$ cat src/rtl/cma_pkg.sv
// ----------------------------------------------------------------------------
// cma_pkg
// Shared widths, sizes and the command word passed from front to back.
// ----------------------------------------------------------------------------
package cma_pkg;

   localparam int DATA_W             = 32;   // sample time and value width
   localparam int WIN_W              = 7;    // window register width
   localparam int MAX_WINDOW_DEFAULT = 64;   // default ring depth
   localparam int SLOT_MAX_W         = 10;   // slot field width, covers rings up to 1024
   localparam int QUEUE_DEPTH        = 2;    // front-to-back command queue depth

   // One classified sample: payload plus every ring address the back needs.
   typedef struct packed {
      logic [DATA_W-1:0]     sample_time;
      logic [DATA_W-1:0]     sample_value;
      logic                  is_last;
      logic [SLOT_MAX_W-1:0] wr_slot;
      logic [SLOT_MAX_W-1:0] old_slot;
      logic [SLOT_MAX_W-1:0] emit_slot;
      logic [SLOT_MAX_W-1:0] flush_slot;
      logic                  sub_en;
      logic                  emit_en;
      logic                  avg_en;
      logic [WIN_W-1:0]      flush_cnt;
      logic [WIN_W-1:0]      window;
   } cmd_type;

endpackage

$ cat src/rtl/cma_req_if.sv
// ----------------------------------------------------------------------------
// cma_req_if
// Sample channel: valid/ready handshake with one timestamped sample a word.
// ----------------------------------------------------------------------------
interface cma_req_if import cma_pkg::*; ();

   logic              valid;
   logic              ready;
   logic [DATA_W-1:0] sample_time;
   logic [DATA_W-1:0] sample_value;
   logic              is_last;

   modport source (output valid, sample_time, sample_value, is_last, input ready);
   modport sink   (input valid, sample_time, sample_value, is_last, output ready);

endinterface

$ cat src/rtl/cma_rsp_if.sv
// ----------------------------------------------------------------------------
// cma_rsp_if
// Result channel: valid/ready handshake with one averaged sample a word.
// ----------------------------------------------------------------------------
interface cma_rsp_if import cma_pkg::*; ();

   logic              valid;
   logic              ready;
   logic [DATA_W-1:0] out_time;
   logic [DATA_W-1:0] out_value;
   logic              out_last;

   modport source (output valid, out_time, out_value, out_last, input ready);
   modport sink   (input valid, out_time, out_value, out_last, output ready);

endinterface

$ cat src/rtl/centered_moving_average_core.sv
// ----------------------------------------------------------------------------
// centered_moving_average_core
// Centered moving average over a timestamped sample stream, with raw
// pass-through of edge samples and a flush on the last sample.
// ----------------------------------------------------------------------------
//
//   channel   direction  handshake      word
//   req_if    in         valid/ready    sample_time, sample_value, is_last
//   rsp_if    out        valid/ready    out_time, out_value, out_last
//   csr_*     in         write enable   window_length (7 bits)
//
// A sample that yields an averaged word passes through the ring write, the
// emit read and the one-bit-a-cycle restoring divider before its word is put
// in the result register; a raw word skips the divider, a sample with no word
// ends at the ring write, and each flushed edge word adds a ring read and a put.
// Reset is synchronous: window back to 1, series cleared, ring contents
// left as they are (an entry is never read before the series writes it).
// A two-entry command queue lets the front keep taking samples while the
// back waits on a stalled result register.
//
module centered_moving_average_core import cma_pkg::*; #(
   parameter int MaxWindow = MAX_WINDOW_DEFAULT
) (
   input  logic             clock,
   input  logic             reset,
   cma_req_if.sink          req_if,
   cma_rsp_if.source        rsp_if,
   input  logic             csr_write_enable,
   input  logic [WIN_W-1:0] csr_write_data
);

   // Configured window, and the clamped window actually used.
   logic [WIN_W-1:0] window_length_ff, window_length_in;
   logic [WIN_W-1:0] window_eff;

   // Front-to-queue and queue-to-back command streams.
   logic    front_valid, front_ready;
   cmd_type front_cmd;
   logic    back_valid, back_ready;
   cmd_type back_cmd;

   assign window_length_in = csr_write_enable ? csr_write_data : window_length_ff;

   always_ff @(posedge clock) begin
      if (reset) begin
         window_length_ff <= WIN_W'(1);
      end else begin
         window_length_ff <= window_length_in;
      end
   end

   // Zero acts as one; anything past the ring depth acts as the depth.
   always_comb begin
      if (window_length_ff == '0) begin
         window_eff = WIN_W'(1);
      end else if (int'(window_length_ff) > MaxWindow) begin
         window_eff = WIN_W'(MaxWindow);
      end else begin
         window_eff = window_length_ff;
      end
   end

   // Front: take samples, keep ring position and fill, classify.
   // A window write also ends the current series.
   cma_front #(
      .MaxWindow (MaxWindow)
   ) u_front (
      .clock     (clock),
      .reset     (reset),
      .clear     (csr_write_enable),
      .window    (window_eff),
      .req_if    (req_if),
      .cmd_valid (front_valid),
      .cmd_ready (front_ready),
      .cmd       (front_cmd)
   );

   // Hold classified commands while the back is busy.
   cma_queue u_queue (
      .clock      (clock),
      .reset      (reset),
      .push_valid (front_valid),
      .push_ready (front_ready),
      .push_data  (front_cmd),
      .pop_valid  (back_valid),
      .pop_ready  (back_ready),
      .pop_data   (back_cmd)
   );

   // Back: ring storage, running sum, divider and result register.
   cma_back #(
      .MaxWindow (MaxWindow)
   ) u_back (
      .clock     (clock),
      .reset     (reset),
      .clear     (csr_write_enable),
      .cmd_valid (back_valid),
      .cmd_ready (back_ready),
      .cmd       (back_cmd),
      .rsp_if    (rsp_if)
   );

endmodule

$ cat src/rtl/cma_ram.sv
// ----------------------------------------------------------------------------
// cma_ram
// Generic simple dual-port RAM, one write and one registered read port.
// ----------------------------------------------------------------------------
module cma_ram #(
   parameter int Width = 32,
   parameter int Depth = 64,
   localparam int AW   = (Depth > 1) ? $clog2(Depth) : 1
) (
   input  logic             clock,
   input  logic             wr_en,
   input  logic [AW-1:0]    wr_addr,
   input  logic [Width-1:0] wr_data,
   input  logic             rd_en,
   input  logic [AW-1:0]    rd_addr,
   output logic [Width-1:0] rd_data
);

   logic [Width-1:0] mem [Depth];
   logic [Width-1:0] rd_data_ff;

   always_ff @(posedge clock) begin
      if (wr_en) begin
         mem[wr_addr] <= wr_data;
      end
      if (rd_en) begin
         rd_data_ff <= mem[rd_addr];
      end
   end

   assign rd_data = rd_data_ff;

endmodule

$ cat src/rtl/cma_front.sv
// ----------------------------------------------------------------------------
// cma_front
// Accept samples, track ring position and fill, and classify each sample
// into a command carrying every ring address the back will touch.
// ----------------------------------------------------------------------------
module cma_front import cma_pkg::*; #(
   parameter int MaxWindow = MAX_WINDOW_DEFAULT
) (
   input  logic             clock,
   input  logic             reset,
   input  logic             clear,
   input  logic [WIN_W-1:0] window,
   cma_req_if.sink          req_if,
   output logic             cmd_valid,
   input  logic             cmd_ready,
   output cmd_type          cmd
);

   localparam int AW = (MaxWindow > 1) ? $clog2(MaxWindow) : 1;
   localparam int CW = $clog2(MaxWindow + 1);
   localparam int EW = ((CW > WIN_W) ? CW : WIN_W) + 1;
   localparam logic [EW-1:0] DEPTH_E = EW'(MaxWindow);

   logic [AW-1:0] ws_ff,   ws_in;
   logic [CW-1:0] seen_ff, seen_in;

   logic [EW-1:0] w_e, after_e, ws_e, seen_e, seen_new_e;
   logic [EW-1:0] old_e, emit_e, wsn_e, cnt_e, first_e;
   logic          accept;

   assign accept    = req_if.valid && cmd_ready;
   assign req_if.ready = cmd_ready;
   assign cmd_valid = req_if.valid;

   always_comb begin
      w_e        = EW'(window);
      after_e    = w_e - EW'(1) - (w_e >> 1);
      ws_e       = EW'(ws_ff);
      seen_e     = EW'(seen_ff);
      seen_new_e = (seen_e < DEPTH_E) ? seen_e + EW'(1) : seen_e;
      old_e      = (ws_e >= w_e) ? ws_e - w_e : ws_e + DEPTH_E - w_e;
      emit_e     = (ws_e >= after_e) ? ws_e - after_e : ws_e + DEPTH_E - after_e;
      wsn_e      = (ws_e == DEPTH_E - EW'(1)) ? '0 : ws_e + EW'(1);
      cnt_e      = '0;
      if (req_if.is_last) begin
         cnt_e = (after_e < seen_new_e) ? after_e : seen_new_e;
      end
      first_e    = (wsn_e >= cnt_e) ? wsn_e - cnt_e : wsn_e + DEPTH_E - cnt_e;
   end

   always_comb begin
      cmd.sample_time  = req_if.sample_time;
      cmd.sample_value = req_if.sample_value;
      cmd.is_last      = req_if.is_last;
      cmd.wr_slot      = SLOT_MAX_W'(ws_ff);
      cmd.old_slot     = SLOT_MAX_W'(old_e[AW-1:0]);
      cmd.emit_slot    = SLOT_MAX_W'(emit_e[AW-1:0]);
      cmd.flush_slot   = SLOT_MAX_W'(first_e[AW-1:0]);
      cmd.sub_en       = (seen_e >= w_e);
      cmd.emit_en      = (seen_new_e > after_e);
      cmd.avg_en       = (seen_new_e >= w_e);
      cmd.flush_cnt    = cnt_e[WIN_W-1:0];
      cmd.window       = window;
   end

   // Advance ring position on each accepted sample; drop the series on last or on a clear.
   always_comb begin
      ws_in   = ws_ff;
      seen_in = seen_ff;
      if (clear) begin
         ws_in   = '0;
         seen_in = '0;
      end else if (accept) begin
         if (req_if.is_last) begin
            ws_in   = '0;
            seen_in = '0;
         end else begin
            ws_in   = wsn_e[AW-1:0];
            seen_in = seen_new_e[CW-1:0];
         end
      end
   end

   always_ff @(posedge clock) begin
      if (reset) begin
         ws_ff   <= '0;
         seen_ff <= '0;
      end else begin
         ws_ff   <= ws_in;
         seen_ff <= seen_in;
      end
   end

endmodule

$ cat src/rtl/cma_queue.sv
// ----------------------------------------------------------------------------
// cma_queue
// Short command FIFO between front and back.
// ----------------------------------------------------------------------------
module cma_queue import cma_pkg::*; (
   input  logic    clock,
   input  logic    reset,
   input  logic    push_valid,
   output logic    push_ready,
   input  cmd_type push_data,
   output logic    pop_valid,
   input  logic    pop_ready,
   output cmd_type pop_data
);

   localparam int PW = (QUEUE_DEPTH > 1) ? $clog2(QUEUE_DEPTH) : 1;
   localparam int NW = $clog2(QUEUE_DEPTH + 1);

   cmd_type       entry_ff [QUEUE_DEPTH];
   logic [PW-1:0] wr_ptr_ff, wr_ptr_in;
   logic [PW-1:0] rd_ptr_ff, rd_ptr_in;
   logic [NW-1:0] count_ff,  count_in;
   logic          push, pop;

   assign push_ready = (count_ff != NW'(QUEUE_DEPTH));
   assign pop_valid  = (count_ff != '0);
   assign pop_data   = entry_ff[rd_ptr_ff];
   assign push       = push_valid && push_ready;
   assign pop        = pop_valid && pop_ready;

   always_comb begin
      wr_ptr_in = wr_ptr_ff;
      rd_ptr_in = rd_ptr_ff;
      count_in  = count_ff;
      if (push) begin
         wr_ptr_in = (wr_ptr_ff == PW'(QUEUE_DEPTH - 1)) ? '0 : wr_ptr_ff + PW'(1);
      end
      if (pop) begin
         rd_ptr_in = (rd_ptr_ff == PW'(QUEUE_DEPTH - 1)) ? '0 : rd_ptr_ff + PW'(1);
      end
      if (push && !pop) begin
         count_in = count_ff + NW'(1);
      end else if (pop && !push) begin
         count_in = count_ff - NW'(1);
      end
   end

   always_ff @(posedge clock) begin
      if (push) begin
         entry_ff[wr_ptr_ff] <= push_data;
      end
   end

   always_ff @(posedge clock) begin
      if (reset) begin
         wr_ptr_ff <= '0;
         rd_ptr_ff <= '0;
         count_ff  <= '0;
      end else begin
         wr_ptr_ff <= wr_ptr_in;
         rd_ptr_ff <= rd_ptr_in;
         count_ff  <= count_in;
      end
   end

endmodule

$ cat src/rtl/cma_back.sv
// ----------------------------------------------------------------------------
// cma_back
// Carry out commands: ring write, running sum, bit-serial mean, edge flush
// and the result output register.
// ----------------------------------------------------------------------------
module cma_back import cma_pkg::*; #(
   parameter int MaxWindow = MAX_WINDOW_DEFAULT
) (
   input  logic    clock,
   input  logic    reset,
   input  logic    clear,
   input  logic    cmd_valid,
   output logic    cmd_ready,
   input  cmd_type cmd,
   cma_rsp_if.source rsp_if
);

   localparam int AW     = (MaxWindow > 1) ? $clog2(MaxWindow) : 1;
   localparam int SUM_W  = DATA_W + $clog2(MaxWindow);
   localparam int DCNT_W = $clog2(SUM_W + 1);
   localparam int RAM_W  = 2 * DATA_W;

   localparam logic [3:0] ST_IDLE       = 4'd0;
   localparam logic [3:0] ST_SUB_DATA   = 4'd1;
   localparam logic [3:0] ST_WRITE      = 4'd2;
   localparam logic [3:0] ST_EMIT_RD    = 4'd3;
   localparam logic [3:0] ST_EMIT_DATA  = 4'd4;
   localparam logic [3:0] ST_DIV        = 4'd5;
   localparam logic [3:0] ST_FLUSH_RD   = 4'd6;
   localparam logic [3:0] ST_FLUSH_DATA = 4'd7;
   localparam logic [3:0] ST_PUT        = 4'd8;

   logic [3:0]        state_ff, state_in;
   cmd_type           cmd_ff, cmd_in;
   logic [SUM_W-1:0]  sum_ff, sum_in;
   logic [WIN_W-1:0]  flush_left_ff, flush_left_in;
   logic [AW-1:0]     flush_slot_ff, flush_slot_in;
   logic [SUM_W-1:0]  quo_ff, quo_in;
   logic [WIN_W-1:0]  rem_ff, rem_in;
   logic [DCNT_W-1:0] dcnt_ff, dcnt_in;
   logic [DATA_W-1:0] res_time_ff, res_time_in;
   logic [DATA_W-1:0] res_value_ff, res_value_in;
   logic              res_last_ff, res_last_in;
   logic              out_valid_ff, out_valid_in;
   logic [DATA_W-1:0] out_time_ff, out_time_in;
   logic [DATA_W-1:0] out_value_ff, out_value_in;
   logic              out_last_ff, out_last_in;

   logic              wr_en, rd_en;
   logic [AW-1:0]     rd_addr;
   logic [RAM_W-1:0]  rd_data;
   logic [DATA_W-1:0] rd_time, rd_value;
   logic [WIN_W:0]    trial, divisor_e, diff;
   logic              ge;
   logic              out_free;

   cma_ram #(
      .Width (RAM_W),
      .Depth (MaxWindow)
   ) u_ring (
      .clock   (clock),
      .wr_en   (wr_en),
      .wr_addr (cmd_ff.wr_slot[AW-1:0]),
      .wr_data ({cmd_ff.sample_time, cmd_ff.sample_value}),
      .rd_en   (rd_en),
      .rd_addr (rd_addr),
      .rd_data (rd_data)
   );

   assign rd_time  = rd_data[RAM_W-1:DATA_W];
   assign rd_value = rd_data[DATA_W-1:0];

   // One restoring division step: shift in the next dividend bit.
   assign trial     = {rem_ff, quo_ff[SUM_W-1]};
   assign divisor_e = {1'b0, cmd_ff.window};
   assign ge        = (trial >= divisor_e);
   assign diff      = trial - divisor_e;

   assign out_free  = !out_valid_ff || rsp_if.ready;
   assign cmd_ready = (state_ff == ST_IDLE);

   always_comb begin
      state_in      = state_ff;
      cmd_in        = cmd_ff;
      sum_in        = sum_ff;
      flush_left_in = flush_left_ff;
      flush_slot_in = flush_slot_ff;
      quo_in        = quo_ff;
      rem_in        = rem_ff;
      dcnt_in       = dcnt_ff;
      res_time_in   = res_time_ff;
      res_value_in  = res_value_ff;
      res_last_in   = res_last_ff;
      wr_en         = 1'b0;
      rd_en         = 1'b0;
      rd_addr       = cmd_ff.emit_slot[AW-1:0];
      out_valid_in  = out_valid_ff && !rsp_if.ready;
      out_time_in   = out_time_ff;
      out_value_in  = out_value_ff;
      out_last_in   = out_last_ff;

      case (state_ff)
         ST_IDLE: begin
            if (cmd_valid) begin
               cmd_in        = cmd;
               flush_left_in = cmd.flush_cnt;
               flush_slot_in = cmd.flush_slot[AW-1:0];
               if (cmd.sub_en) begin
                  // Read the sample leaving the window before its slot is reused.
                  rd_en    = 1'b1;
                  rd_addr  = cmd.old_slot[AW-1:0];
                  state_in = ST_SUB_DATA;
               end else begin
                  state_in = ST_WRITE;
               end
            end
         end
         ST_SUB_DATA: begin
            sum_in   = sum_ff - SUM_W'(rd_value);
            state_in = ST_WRITE;
         end
         ST_WRITE: begin
            wr_en  = 1'b1;
            sum_in = sum_ff + SUM_W'(cmd_ff.sample_value);
            if (cmd_ff.emit_en) begin
               state_in = ST_EMIT_RD;
            end else if (flush_left_ff != '0) begin
               state_in = ST_FLUSH_RD;
            end else begin
               state_in = ST_IDLE;
            end
         end
         ST_EMIT_RD: begin
            rd_en    = 1'b1;
            rd_addr  = cmd_ff.emit_slot[AW-1:0];
            state_in = ST_EMIT_DATA;
         end
         ST_EMIT_DATA: begin
            res_time_in = rd_time;
            res_last_in = cmd_ff.is_last && (flush_left_ff == '0);
            if (cmd_ff.avg_en) begin
               quo_in   = sum_ff;
               rem_in   = '0;
               dcnt_in  = DCNT_W'(SUM_W);
               state_in = ST_DIV;
            end else begin
               res_value_in = rd_value;
               state_in     = ST_PUT;
            end
         end
         ST_DIV: begin
            if (dcnt_ff != '0) begin
               rem_in  = ge ? diff[WIN_W-1:0] : trial[WIN_W-1:0];
               quo_in  = {quo_ff[SUM_W-2:0], ge};
               dcnt_in = dcnt_ff - DCNT_W'(1);
            end else begin
               res_value_in = quo_ff[DATA_W-1:0];
               state_in     = ST_PUT;
            end
         end
         ST_FLUSH_RD: begin
            rd_en    = 1'b1;
            rd_addr  = flush_slot_ff;
            state_in = ST_FLUSH_DATA;
         end
         ST_FLUSH_DATA: begin
            res_time_in   = rd_time;
            res_value_in  = rd_value;
            res_last_in   = (flush_left_ff == WIN_W'(1));
            flush_left_in = flush_left_ff - WIN_W'(1);
            flush_slot_in = (flush_slot_ff == AW'(MaxWindow - 1)) ?
                            '0 : flush_slot_ff + AW'(1);
            state_in      = ST_PUT;
         end
         ST_PUT: begin
            if (out_free) begin
               out_valid_in = 1'b1;
               out_time_in  = res_time_ff;
               out_value_in = res_value_ff;
               out_last_in  = res_last_ff;
               if (flush_left_ff != '0) begin
                  state_in = ST_FLUSH_RD;
               end else begin
                  if (cmd_ff.is_last) begin
                     sum_in = '0;
                  end
                  state_in = ST_IDLE;
               end
            end
         end
         default: begin
            state_in = ST_IDLE;
         end
      endcase

      if (clear) begin
         sum_in = '0;
      end
   end

   always_ff @(posedge clock) begin
      cmd_ff       <= cmd_in;
      flush_slot_ff <= flush_slot_in;
      quo_ff       <= quo_in;
      rem_ff       <= rem_in;
      dcnt_ff      <= dcnt_in;
      res_time_ff  <= res_time_in;
      res_value_ff <= res_value_in;
      res_last_ff  <= res_last_in;
      out_time_ff  <= out_time_in;
      out_value_ff <= out_value_in;
      out_last_ff  <= out_last_in;
   end

   always_ff @(posedge clock) begin
      if (reset) begin
         state_ff      <= ST_IDLE;
         sum_ff        <= '0;
         flush_left_ff <= '0;
         out_valid_ff  <= 1'b0;
      end else begin
         state_ff      <= state_in;
         sum_ff        <= sum_in;
         flush_left_ff <= flush_left_in;
         out_valid_ff  <= out_valid_in;
      end
   end

   assign rsp_if.valid     = out_valid_ff;
   assign rsp_if.out_time  = out_time_ff;
   assign rsp_if.out_value = out_value_ff;
   assign rsp_if.out_last  = out_last_ff;

endmodule
$ cat src/flat_wrapper.sv
// flat-port wrapper written by rule: the top's interface ports become plain ports
module centered_moving_average_core_flat import cma_pkg::*;
#(
   parameter int MaxWindow = MAX_WINDOW_DEFAULT
)
  (clock, reset, csr_write_enable, csr_write_data, req_if_valid, req_if_sample_time, req_if_sample_value, req_if_is_last, req_if_ready, rsp_if_valid, rsp_if_out_time, rsp_if_out_value, rsp_if_out_last, rsp_if_ready);
  cma_req_if req_if_i ();
  cma_rsp_if rsp_if_i ();
  input  logic clock;
  input  logic reset;
  input  logic csr_write_enable;
  input  logic [WIN_W-1:0] csr_write_data;
  input wire logic [$bits(req_if_i.valid)-1:0] req_if_valid;
  input wire logic [$bits(req_if_i.sample_time)-1:0] req_if_sample_time;
  input wire logic [$bits(req_if_i.sample_value)-1:0] req_if_sample_value;
  input wire logic [$bits(req_if_i.is_last)-1:0] req_if_is_last;
  output wire logic [$bits(req_if_i.ready)-1:0] req_if_ready;
  output wire logic [$bits(rsp_if_i.valid)-1:0] rsp_if_valid;
  output wire logic [$bits(rsp_if_i.out_time)-1:0] rsp_if_out_time;
  output wire logic [$bits(rsp_if_i.out_value)-1:0] rsp_if_out_value;
  output wire logic [$bits(rsp_if_i.out_last)-1:0] rsp_if_out_last;
  input wire logic [$bits(rsp_if_i.ready)-1:0] rsp_if_ready;
  assign req_if_i.valid = req_if_valid;
  assign req_if_i.sample_time = req_if_sample_time;
  assign req_if_i.sample_value = req_if_sample_value;
  assign req_if_i.is_last = req_if_is_last;
  assign req_if_ready = req_if_i.ready;
  assign rsp_if_valid = rsp_if_i.valid;
  assign rsp_if_out_time = rsp_if_i.out_time;
  assign rsp_if_out_value = rsp_if_i.out_value;
  assign rsp_if_out_last = rsp_if_i.out_last;
  assign rsp_if_i.ready = rsp_if_ready;
  centered_moving_average_core #(.MaxWindow(MaxWindow)) u_core (.clock(clock), .reset(reset), .req_if(req_if_i), .rsp_if(rsp_if_i), .csr_write_enable(csr_write_enable), .csr_write_data(csr_write_data));
endmodule
$ cat config.mk
export PLATFORM = sky130hd
export DESIGN_NAME = centered_moving_average_core_flat
export DESIGN_NICKNAME = d
export VERILOG_FILES = /design/src/rtl/cma_pkg.sv /design/src/rtl/cma_req_if.sv /design/src/rtl/cma_rsp_if.sv /design/src/rtl/centered_moving_average_core.sv /design/src/rtl/cma_ram.sv /design/src/rtl/cma_front.sv /design/src/rtl/cma_queue.sv /design/src/rtl/cma_back.sv /design/src/flat_wrapper.sv
export SDC_FILE = /design/constraint.sdc
export NUM_CORES = 2
export LEC_CHECK = 0
export BUFFER_PORTS_ARGS = -buffer_cell sky130_fd_sc_hd__buf_2
export CORE_UTILIZATION = 30
export CTS_BUF_LIST = sky130_fd_sc_hd__clkbuf_16
export CTS_CLUSTER_SIZE = 8
export DETAILED_ROUTE_END_ITERATION = 16
export PLACE_DENSITY = 0.42
export SLEW_MARGIN = 20
export SYNTH_ARGS = -nofsm -noshare
export SYNTH_HDL_FRONTEND = slang
export SYNTH_HIERARCHICAL = 1
export SYNTH_MEMORY_MAX_BITS = 65536
export SYNTH_SLANG_ARGS = --single-unit
$ cat constraint.sdc
create_clock -name clock -period 6.8 [get_ports clock]
set_input_delay 1.36 -clock clock [delete_from_list [all_inputs] [get_ports clock]]
set_output_delay 1.36 -clock clock [all_outputs]
set_load 0.1 [all_outputs]
After elaboration in Yosys (flattened, before gate mapping)
Memory sizes are Yosys's and may differ from the RTL's. A register that Yosys moved wholly into a read port is not among the register bits.
Index checks and enable logic that the tools add are counted.
- output and inout bits: 67
- ROM bits: 0
- memories: 2
- bits in latches: 0
- register bits after elaboration: 347
- bits in writable memories: 4308
- $add $sub $neg: 22
- divide/modulo/power cells: 0
- multiply operators: 0
- muxes and demuxes: 61
- bitwise operators: 0
- reduce and logical (&&, ||, !) cells: 33
- $lt $le $gt $ge: 10
- shift operators: 0
- equality and inequality tests: 20
- memory list (memory ; words ; width ; read ports ; clocked after Yosys merged registers in ; wr ports ; line ; RTL):
    u_core.u_back.u_ring.mem ; 64 ; 64 ; 1 ; 1 ; 1 ; cma_ram.sv:19 ; logic [Width-1:0] mem [Depth];
    u_core.u_queue.entry_ff ; 2 ; 106 ; 1 ; 1 ; 1 ; cma_queue.sv:19 ; cmd_type entry_ff [QUEUE_DEPTH];
- operators by type and width (cell ; number):
    $mux 38 ; 5
    $pmux 38 s3 ; 1
    $pmux 32 s3 ; 1
    $pmux 38 s2 ; 1
    $mux 32 ; 2
    $mux 6 ; 10
    $mux 7 ; 8
    $add 38x32->38 ; 1
    $sub 38x32->38 ; 1
    $pmux 4 s9 ; 1
    $pmux 6 s2 ; 3
    $sub 6x6->6 ; 6
    $pmux 7 s2 ; 2
    $mux 8 ; 3
    $add 6x1->6 const B ; 3
    $ne 2x2->1 const B ; 9
    $eq 4x3->1 const B ; 4
    $ge 8x7->1 ; 2
    $mux 4 ; 4
    $logic_not 7->1 ; 2
    $mux 1 ; 13
    $eq 6x6->1 const B ; 2
    $reduce_bool 2->1 ; 5
    $reduce_and 3->1 ; 3
    35 further kinds ; 54

Depth between registers and ports, before layout
- word-level depth: 10
- mapped depth: 25
- depth with buffers taken out: 24

Cells and area by module
Netlist, hierarchy kept.
- modules (own cells, without submodules) (module ; sequential area each (um^2) ; times used ; cells each ; area an instance (um^2)):
    cma_ram ; 124919.8 ; 1 ; 6598 ; 156989.3
    cma_back ; 9198.8 ; 1 ; 1277 ; 14564.0
    cma_queue ; 7427.1 ; 1 ; 404 ; 9360.2
    cma_front ; 260.2 ; 1 ; 364 ; 2841.5
    centered_moving_average_core ; 140.1 ; 1 ; 31 ; 306.5

Least setup slack after synthesis
Ideal clock, no wire load.
- path type: register to register
- start point: reg u_core.u_back.state_ff[0]
- end point: mem u_core/u_back/u_ring/mem[48][0] (netlist name), enable pin
- stages on the path, launching flop included: 7
- required time: 6.236 ns
- setup slack: -0.139 ns
- data arrival time: 6.375 ns
- period minus slack after synthesis: 6.939 ns
- cell sequence: dfxtp_1 clkbuf_1 nor4b_1 clkbuf_1 clkbuf_1 nand4b_1 nor3_1
- longest elaborated chain between the ends: 4
- ends and longest elaborated chain (element ; line ; RTL):
    from (decl) ; cma_back.sv:33 ; logic [3:0] state_ff, state_in;
    from (signal assigned) ; cma_back.sv:222 ; state_ff <= state_in;
    $eq 4x2->1 ; cma_back.sv:102 ; case (state_ff)
    $mux 1 ; cma_back.sv:102 ;
    net u_core.u_back.wr_en ; cma_back.sv:49 ; logic wr_en, rd_en;
    $mux 1 ; cma_ram.sv:23 ; if (wr_en) begin
    $mux 1 (implied by the code) ; cma_ram.sv:24 ; mem[wr_addr] <= wr_data;
    to (decl) ; cma_ram.sv:19 ;
The timed path passes the listed nets, and every way through them passes these cells.

==> qor_table.md <==
| Item | This run | Unit |
|:---|:---|:---|
| CTS HTree Levels | 6 | - |
| Setup violators final | 0 | - |
| Fmax | 174 | MHz |
| Max Cap Viol | 0 | - |
| Initial core utilization | 30.1 | % |
| Setup TNS | 0 | ps |
| Total track usage | 19.5 | % |
| Avg Inst Size Synth | 21.2 | sq um |
| Final Net Count | 9546 | - |
| Pin count of the biggest net entering global routing | 74 | - |
| Number of buffers inserted during clock tree synthesis | 665 | - |
| Setup clock skew after layout | 87.0 | ps |
| First-pass GRT wire length | 829 | mm |
| Time the worst path needs with I/O delays and setup | 5730 | ps |
| Final core area utilization | 35.4 | % |
| Power Dens Cells | 495 | mW/mm^2 |
| Root Driver | sky130_fd_sc_hd__clkbuf_16 | - |
| Clock tree from TritonCTS | built | - |
| RSZ-0062 raised after global routing | false | - |
| Ratio of cells with drive above 1 in the final layout | 27.6 | % |
| Antenna-violating nets left | 0 | - |
| Number of instances on the worst hold path | 0 | - |
| Clock Pin Slew Worst Setup and Hold Paths | 50 | ps |
| Hold crit path type | flip-flop to flip-flop | - |
| Overall die height | 782 | um |
| Total number of yosys warnings | 6 | - |
| Number of slew-limit violations in the final report | 0 | - |
| Terminating pin of the worst hold path | u_core/u_back/rsp_if.out_value[16] | - |
| Floorplan row count | 286 | - |
| Post-synth net total | 8791 | - |
| Clock network latency to the later pin of the worst-skew pair | 1110 | ps |
| Worst Path Arrival | 6560 | ps |
| Antenna violations before repair | 49 | - |
| HPWL Detailed | 354 | mm |
| Remaining design rule violation count | 0 | - |
| Worst R2R Start | u_core/window_length_ff[1] | - |
| Total grt overflow | 0 | - |
| Routability congestion estimate | 0.776 | - |
| Area Overhead vs Synth | 17.6 | % |
| Critical path launch point type | flip-flop | - |
| Drt via density | 5.29 | - |
| CTS sink cnt | 4720 | - |
| Hold buffer count at cts | 0 | - |
| Cell leakage power | 0.0682 | uW |
| Vias in the first global route | 95700 | - |
| Die span in x | 782 | um |
| Total number of vias | 93000 | - |
| R2r setup slk | 1070 | ps |
| Post-synth design cell area | 0.183 | sq mm |
| Count of cells along the worst register-to-register path | 25 | - |
| Worst Path Max Fanout | 10 | - |
| Setup Fix Bufs, Post-CTS | 0 | - |
| Setup Crit Path Kind | flip-flop to flip-flop | - |
| Number of instances resized during post-cts repair | 0 | - |
| Drt pass-1 iters | 5 | - |
| Total of buffers placed on input and output ports | 143 | - |
| Share of the clock period used by the worst path | 84.3 | % |
| Synth Instances | 8610 | - |
| Final hold violations | 0 | - |
| Final routed wire length divided by cell count | 34.7 | um |
| Tightest Pin Transition | 1250 | ps |
| IO Pins | 144 | - |
| Total detailed-routing wirelength | 609 | mm |
| Iteration-0 DRC count of the detailed router | 9847 | - |
| Source of the worst hold timing path | u_core/u_back/res_value_ff[16] | - |
| Max Root-Sink Buffers | 4 | - |
| Core area | 0.607 | sq mm |
| CP Data Required Time | 7630 | ps |
| Die Footprint | 0.612 | sq mm |
| Peak VDD IR | 0.380 | mV |
| Worst Setup End Kind | flip-flop | - |
| Max-slew headroom | 16.8 | % |
| Endpoint of the most critical register-to-register path | u_core/u_queue/entry_ff[0][22] | - |
| Run status | completed | - |
==> state kept, by name, indices dropped and copies added (netlist names), 32 cells and up, named ones only <==
signal / cells
u_core/u_back/u_ring/rd_data: 64
u_core/u_back/u_ring/mem: 4096
u_core/u_back/rsp_if.out_time: 32
u_core/u_back/sum_ff: 38
u_core/u_back/rsp_if.out_value: 32
u_core/u_back/cmd_ff: 86
u_core/u_back/res_value_ff: 32
u_core/u_queue/entry_ff: 212
u_core/u_back/res_time_ff: 32
u_core/u_back/quo_ff: 38
==> routing by layer <==
layer / up-vias / part of all wire [%] / wire [um] / track usage, %
li1: 37100 / - / - / -
met1: 51900 / 44 / 270000 / 27.6
met2: 3243 / 48 / 293000 / 32.2
met3: 694 / 5.6 / 33800 / 2.82
met4: 0 / 2.0 / 11900 / 3.84
met5: - / 0 / 0 / 0
==> cell type report <==
| cell class | count | area [sq um] |
|---|---|---|
| fillers | 55800 | 392000 |
| inverters | 76 | 295 |
| repair buffers | 600 | 5740 |
| multi-input cells | 3302 | 39500 |
| flip-flops and latches | 4720 | 141000 |
| diodes | 20 | 50.0 |
| well taps | 8064 | 10100 |
| clock buffers | 668 | 16700 |
| clock inverters | 118 | 1580 |
==> through the flow <==
step | total power, uW | instances | hold WS [ps] | area (sq um) | setup WS (ps)
after CTS | 108000 | 17500 | 310 | 215000 | 1020
final | 106000 | 17600 | 404 | 215000 | 1070
after detailed placement | 77600 | 16800 | 405 | 197000 | 1050
after floorplan | 61600 | 8610 | 400 | 183000 | 265
after global placement | 77100 | 16800 | 407 | 196000 | 636
after global routing | 111000 | 17500 | 351 | 215000 | 582
==> how the worst max path moves through the flow <==
stage	start	endpoint	slack [ps]
CTS	u_core/window_length_ff[1]	u_core/u_queue/entry_ff[0][22]	1020
global placement	u_core/window_length_ff[1]	u_core/u_queue/entry_ff[0][22]	640
finish	u_core/window_length_ff[1]	u_core/u_queue/entry_ff[0][22]	1070
global route	u_core/window_length_ff[6]	u_core/u_queue/entry_ff[0][22]	580
floorplan	u_core/u_back/state_ff[2]	u_core/u_back/dcnt_ff[0]	270
detailed placement	u_core/window_length_ff[1]	u_core/u_queue/entry_ff[0][22]	1050
==> where the power goes <==
group	switching (uW)	internal, uW	total, uW
Combinational	23300	14000	37400
Clock	12400	17500	29900
Sequential	1430	37700	39100
Total	37200	69200	106000
==> worst max-delay path, stage by stage, from the launching register on <==
cell                       delay [ps]
sky130_fd_sc_hd__dfxtp_1          310
sky130_fd_sc_hd__or3_1            390
sky130_fd_sc_hd__o41ai_2          240
sky130_fd_sc_hd__buf_4            200
sky130_fd_sc_hd__ha_1             210
sky130_fd_sc_hd__inv_1             80
sky130_fd_sc_hd__fa_1             410
sky130_fd_sc_hd__nor2b_1          180
sky130_fd_sc_hd__o31a_1           160
sky130_fd_sc_hd__nor2_1            60
sky130_fd_sc_hd__o21bai_1         150
sky130_fd_sc_hd__xnor2_1          170
sky130_fd_sc_hd__ha_1             290
sky130_fd_sc_hd__nand4_1          140
sky130_fd_sc_hd__nor2_1            90
sky130_fd_sc_hd__nor3_1           260
sky130_fd_sc_hd__or2_1            420
sky130_fd_sc_hd__mux2_1           370
sky130_fd_sc_hd__nor2_1           180
sky130_fd_sc_hd__ha_1             220
sky130_fd_sc_hd__nor2b_1           70
sky130_fd_sc_hd__nor3_1           230
sky130_fd_sc_hd__o21bai_1         150
sky130_fd_sc_hd__a21oi_1          230
sky130_fd_sc_hd__xnor2_1          110
sky130_fd_sc_hd__xnor2_1          160
==> cells in the final DEF (no fill, tap or decap), types with 71 or more instances in the layout <==
| cell type | instances |
|---|---|
| sky130_fd_sc_hd__dfxtp_1 | 74 |
| sky130_fd_sc_hd__o22ai_1 | 85 |
| sky130_fd_sc_hd__buf_12 | 127 |
| sky130_fd_sc_hd__buf_4 | 329 |
| sky130_fd_sc_hd__mux2i_1 | 145 |
| sky130_fd_sc_hd__o21ai_0 | 88 |
| sky130_fd_sc_hd__clkbuf_16 | 668 |
| sky130_fd_sc_hd__a22o_1 | 89 |
| sky130_fd_sc_hd__buf_2 | 143 |
| sky130_fd_sc_hd__and3_1 | 73 |
| sky130_fd_sc_hd__a21oi_1 | 90 |
| sky130_fd_sc_hd__a22oi_1 | 195 |
| sky130_fd_sc_hd__nand3_1 | 71 |
| sky130_fd_sc_hd__edfxtp_1 | 4645 |
| sky130_fd_sc_hd__inv_1 | 124 |
| sky130_fd_sc_hd__nor2_1 | 158 |
| sky130_fd_sc_hd__mux4_2 | 1024 |
| sky130_fd_sc_hd__nand2_1 | 358 |
| sky130_fd_sc_hd__ha_1 | 98 |
No activity file was read; power rests on OpenSTA's default activity.
